File: src/hdl/sacf_pkg.sv
package sacf_pkg;

  localparam int unsigned MaxLines  = 256;
  localparam int unsigned AddrBits  = 48;
  localparam int unsigned LineBits  = 8;
  localparam int unsigned CapLog2   = 8;
  localparam int unsigned MaxBlock  = 12;
  localparam int unsigned CfgAddrW  = 5;
  localparam int unsigned QueueDepth = 2;

  localparam logic [2:0] RegBlock  = 3'd0;
  localparam logic [2:0] RegSets   = 3'd1;
  localparam logic [2:0] RegWays   = 3'd2;
  localparam logic [2:0] RegPolicy = 3'd3;
  localparam logic [2:0] RegPrefch = 3'd4;

  localparam logic FuncRead  = 1'b0;
  localparam logic FuncWrite = 1'b1;
  localparam logic PolicyFifo = 1'b0;
  localparam logic PolicyLru  = 1'b1;

  typedef struct packed {
    logic                func;
    logic [AddrBits-1:0] address;
  } req_t;

  typedef struct packed {
    logic        hit;
    logic [1:0]  mem_reads;
    logic        mem_write;
    logic        prefetch_filled;
    logic [31:0] total_hits;
    logic [31:0] total_misses;
    logic [31:0] total_reads;
    logic [31:0] total_writes;
  } rsp_t;

  // effective geometry handed from the config block
  typedef struct packed {
    logic [3:0] blk;
    logic [3:0] sets;
    logic [3:0] ways;
    logic       lru;
    logic       pf_en;
  } geom_t;

  // classified access handed from front to back
  typedef struct packed {
    logic                is_write;
    logic [AddrBits-1:0] addr;
  } job_t;

endpackage

File: src/hdl/sacf_front.sv
module sacf_front import sacf_pkg::*; (
  input  logic clk_i,
  input  logic rst_ni,
  input  logic in_valid_i,
  output logic in_ready_o,
  input  req_t in_data_i,
  output logic q_valid_o,
  input  logic q_ready_i,
  output job_t q_data_o
);
  job_t       slot_q [QueueDepth];
  logic [1:0] cnt_q;
  logic       rd_q, wr_q;
  logic       push, pop;

  assign in_ready_o = (cnt_q != 2'd2);
  assign push = in_valid_i && in_ready_o;
  assign pop  = q_valid_o && q_ready_i;
  assign q_valid_o = (cnt_q != 2'd0);
  assign q_data_o  = slot_q[rd_q];

  // store the classified access
  always_ff @(posedge clk_i) begin
    if (push) begin
      slot_q[wr_q].is_write <= (in_data_i.func == FuncWrite);
      slot_q[wr_q].addr     <= in_data_i.address;
    end
  end

  // advance queue pointers
  always_ff @(posedge clk_i or negedge rst_ni) begin
    if (!rst_ni) begin
      cnt_q <= '0; rd_q <= 1'b0; wr_q <= 1'b0;
    end else begin
      if (push) wr_q <= ~wr_q;
      if (pop)  rd_q <= ~rd_q;
      cnt_q <= cnt_q + {1'b0, push} - {1'b0, pop};
    end
  end
endmodule

File: config.mk
export PLATFORM = sky130hd
export DESIGN_NAME = sacf_front
export DESIGN_NICKNAME = d
export VERILOG_FILES = /design/src/hdl/sacf_pkg.sv /design/src/hdl/sacf_front.sv
export SDC_FILE = /design/constraint.sdc
export NUM_CORES = 1
export LEC_CHECK = 0
export BUFFER_PORTS_ARGS = -buffer_cell sky130_fd_sc_hd__buf_2
export CORE_MARGIN = 3
export CORE_UTILIZATION = 51
export CTS_CLUSTER_DIAMETER = 30
export CTS_CLUSTER_SIZE = 28
export DETAILED_ROUTE_END_ITERATION = 7
export PLACE_DENSITY = 0.78
export SETUP_SLACK_MARGIN = 0.1
export SKIP_CTS_REPAIR_TIMING = 1
export SYNTH_ARGS = -nofsm -noshare
export SYNTH_HDL_FRONTEND = slang
export SYNTH_SLANG_ARGS = --single-unit
File: constraint.sdc
create_clock -name clk_i -period 3.42 [get_ports clk_i]
set_input_delay 0.684 -clock clk_i [delete_from_list [all_inputs] [get_ports clk_i]]
set_output_delay 0.684 -clock clk_i [all_outputs]
set_load 0.1 [all_outputs]
==> out/metrics.cfg <==
[timing]
rsz0062_at_grt=false
fin_skew_ns=0.00768
relSlewSlack_pct=54.0
hold_viol=0
final-setup-viol-count=0
tns_ns=0
finalCritPeriodShare_pct=77.5
fmax_mhz=377
period_minus_slack_ns=2.65
finalMaxSlewViolations=0
tightest_slew_ns=0.690

[critical_path]
rr_worst_depth=3
cp_slowest_cell=dfrtp_2
crit_path_max_fanout=32
criticalPathCategory=reg -> out
reg2reg_to=slot_q[1][21]
cpPeakStageDelay_ns=0.66
start_kind=flip-flop
r2r-start=cnt_q[1]
crit_chain=buf_12, mux2_2, buf_2
r2r_slack_ns=1.60
worstPathRequired_ns=2.74
endpoint_kind=primary output
arrival_ns=1.97

[global_route]
grt_pass1_wl_um=9850
overflow=0
antenna_found_initial=0
grt_pass1_vias=1956
grt_util_all_layers_pct=15.8
grt_max_degree=33

[synth]
synth_top_area_share_pct=78.4
async_flop_share_pct=3.92
synth_top_cell_by_area=edfxtp_1
synthTopCellsByArea=edfxtp_1 78%, mux2_2 13%, dfrtp_1 2.7%
synth_cell_types=16
synth_nets=225
synth_seq_cells=102
synth_area_um2=3750
avgSynthCellArea_um2=22.1
yosysSeqAreaShare_pct=81.0
yosys_warnings=0
netlist_instances=170
synth-edff-count=98
synth_ff_type=edfxtp_1

[drt]
wl_per_cell_um=16.6
dr.first_iter.drc_count=74
ant_nets=0
drc=0
via_per_inst=4.96
vias=1903
wirelength_um=6360
dr.pass1.iters=4

[layout]
multi_input_area_um2=656
drive_above_1_share_pct=59.4
seq_area_um2=3040
nets=338
diodes=0
fill_cells=518
layout.cells.most_common=buf_2
final_cell_mix=103 x buf_2, 98 x edfxtp_1, 45 x mux2_2
post-route-cell-area_um2=4600
area_growth_syn_to_layout_pct=22.6

[clocking]
cts_max_level=3
cts.sink_count=102
cts_buffer_depth=2
cts_made_buffers=9
path_clk_slew_ns=0.09
worstSkewPairLatency_ns=0.34
clockRootBuffer=clkbuf_8
tritoncts=yes

[floorplan]
num_io_pins=104
die_area_um2=8430
core-area_um2=6980
die_w_um=91.8
start_util_pct=53.8
placementRows=30
die_h_um=91.8

[placed_design]
numPortBuffers=103
placed_cell_area_um2=4390
globalplace.congestion=0.719
dp_hpwl_um=4390

[outcome]
status=completed

[flow_run]
max_cap_violations=0

[hold_path]
hold_path_class=in -> async

[through the flow]
stage	setup slack, ns	hold slack, ns	instances	util, %
6_report	0.770	0.129	384	65.9
5_1_grt	0.680	0.102	384	65.9
4_1_cts	0.751	0.111	384	65.9
3_5_place_dp	1.13	0.498	368	62.9
3_3_place_gp	1.15	0.496	368	62.9
2_1_floorplan	0.278	0.388	170	-
[registers in the layout (all words and copies together) (netlist names)]
name,count
slot_q,98
cnt_q,2
rd_q,1
wr_q,1
[cells by family after synthesis]
family / count (synthesis) / share of synthesized area (%)
xor gates and xnor gates: 4 / 0.933
buffers and inverters: 7 / 1.73
DFF: 102 / 81.0
muxes: 49 / 14.7
adders and majority gates: 2 / 0.666
and+or+nand+nor: 6 / 0.933
[worst max-delay path by stage]
stage,startpoint,endpoint,slack (ns),cells past startpoint
2_1_floorplan,cnt_q[0],slot_q[0][0],0.28,3
3_3_place_gp,rd_q,q_data_o[26],1.15,3
3_5_place_dp,rd_q,q_data_o[14],1.13,3
4_1_cts,rd_q,q_data_o[14],0.75,3
5_1_grt,rd_q,q_data_o[9],0.68,3
6_report,rd_q,q_data_o[14],0.77,3
[worst max-delay path: cells and delay by family (launching register included)]
kind / cells / cell delay [ns]
DFF: 1 / 0.66
buffers and inverters: 2 / 0.56
muxes: 1 / 0.37
[cell usage after synthesis (all sizes together), types with 2 or more instances]
master and n:
buf 6, dfrtp 4, edfxtp 98, ha 2, mux2 49, xnor2 3
[area by class of cell]
type | count | share of cell area, %
Clock inverter | 7 | 1.93
Sequential cell | 102 | 66.2
Inverter | 1 | 0.0816
Clock buffer | 9 | 2.69
Multi-Input combinational cell | 61 | 14.2
Timing Repair Buffer | 108 | 12.3
Tap cell | 96 | 2.61
[layer usage]
| metal | vias up | GRT usage [%] | wire length [um] |
|---|---|---|---|
| met5 | - | 0 | 0 |
| li1 | 884 | - | - |
| met1 | 940 | 19.7 | 2670 |
| met3 | 12 | 4.92 | 406 |
| met4 | 0 | 6.81 | 133 |
| met2 | 67 | 25.4 | 3150 |
Power is left out: the tool's default activity adds up to more than one toggle a clock period on the data nets, which glitch-free logic cannot reach.
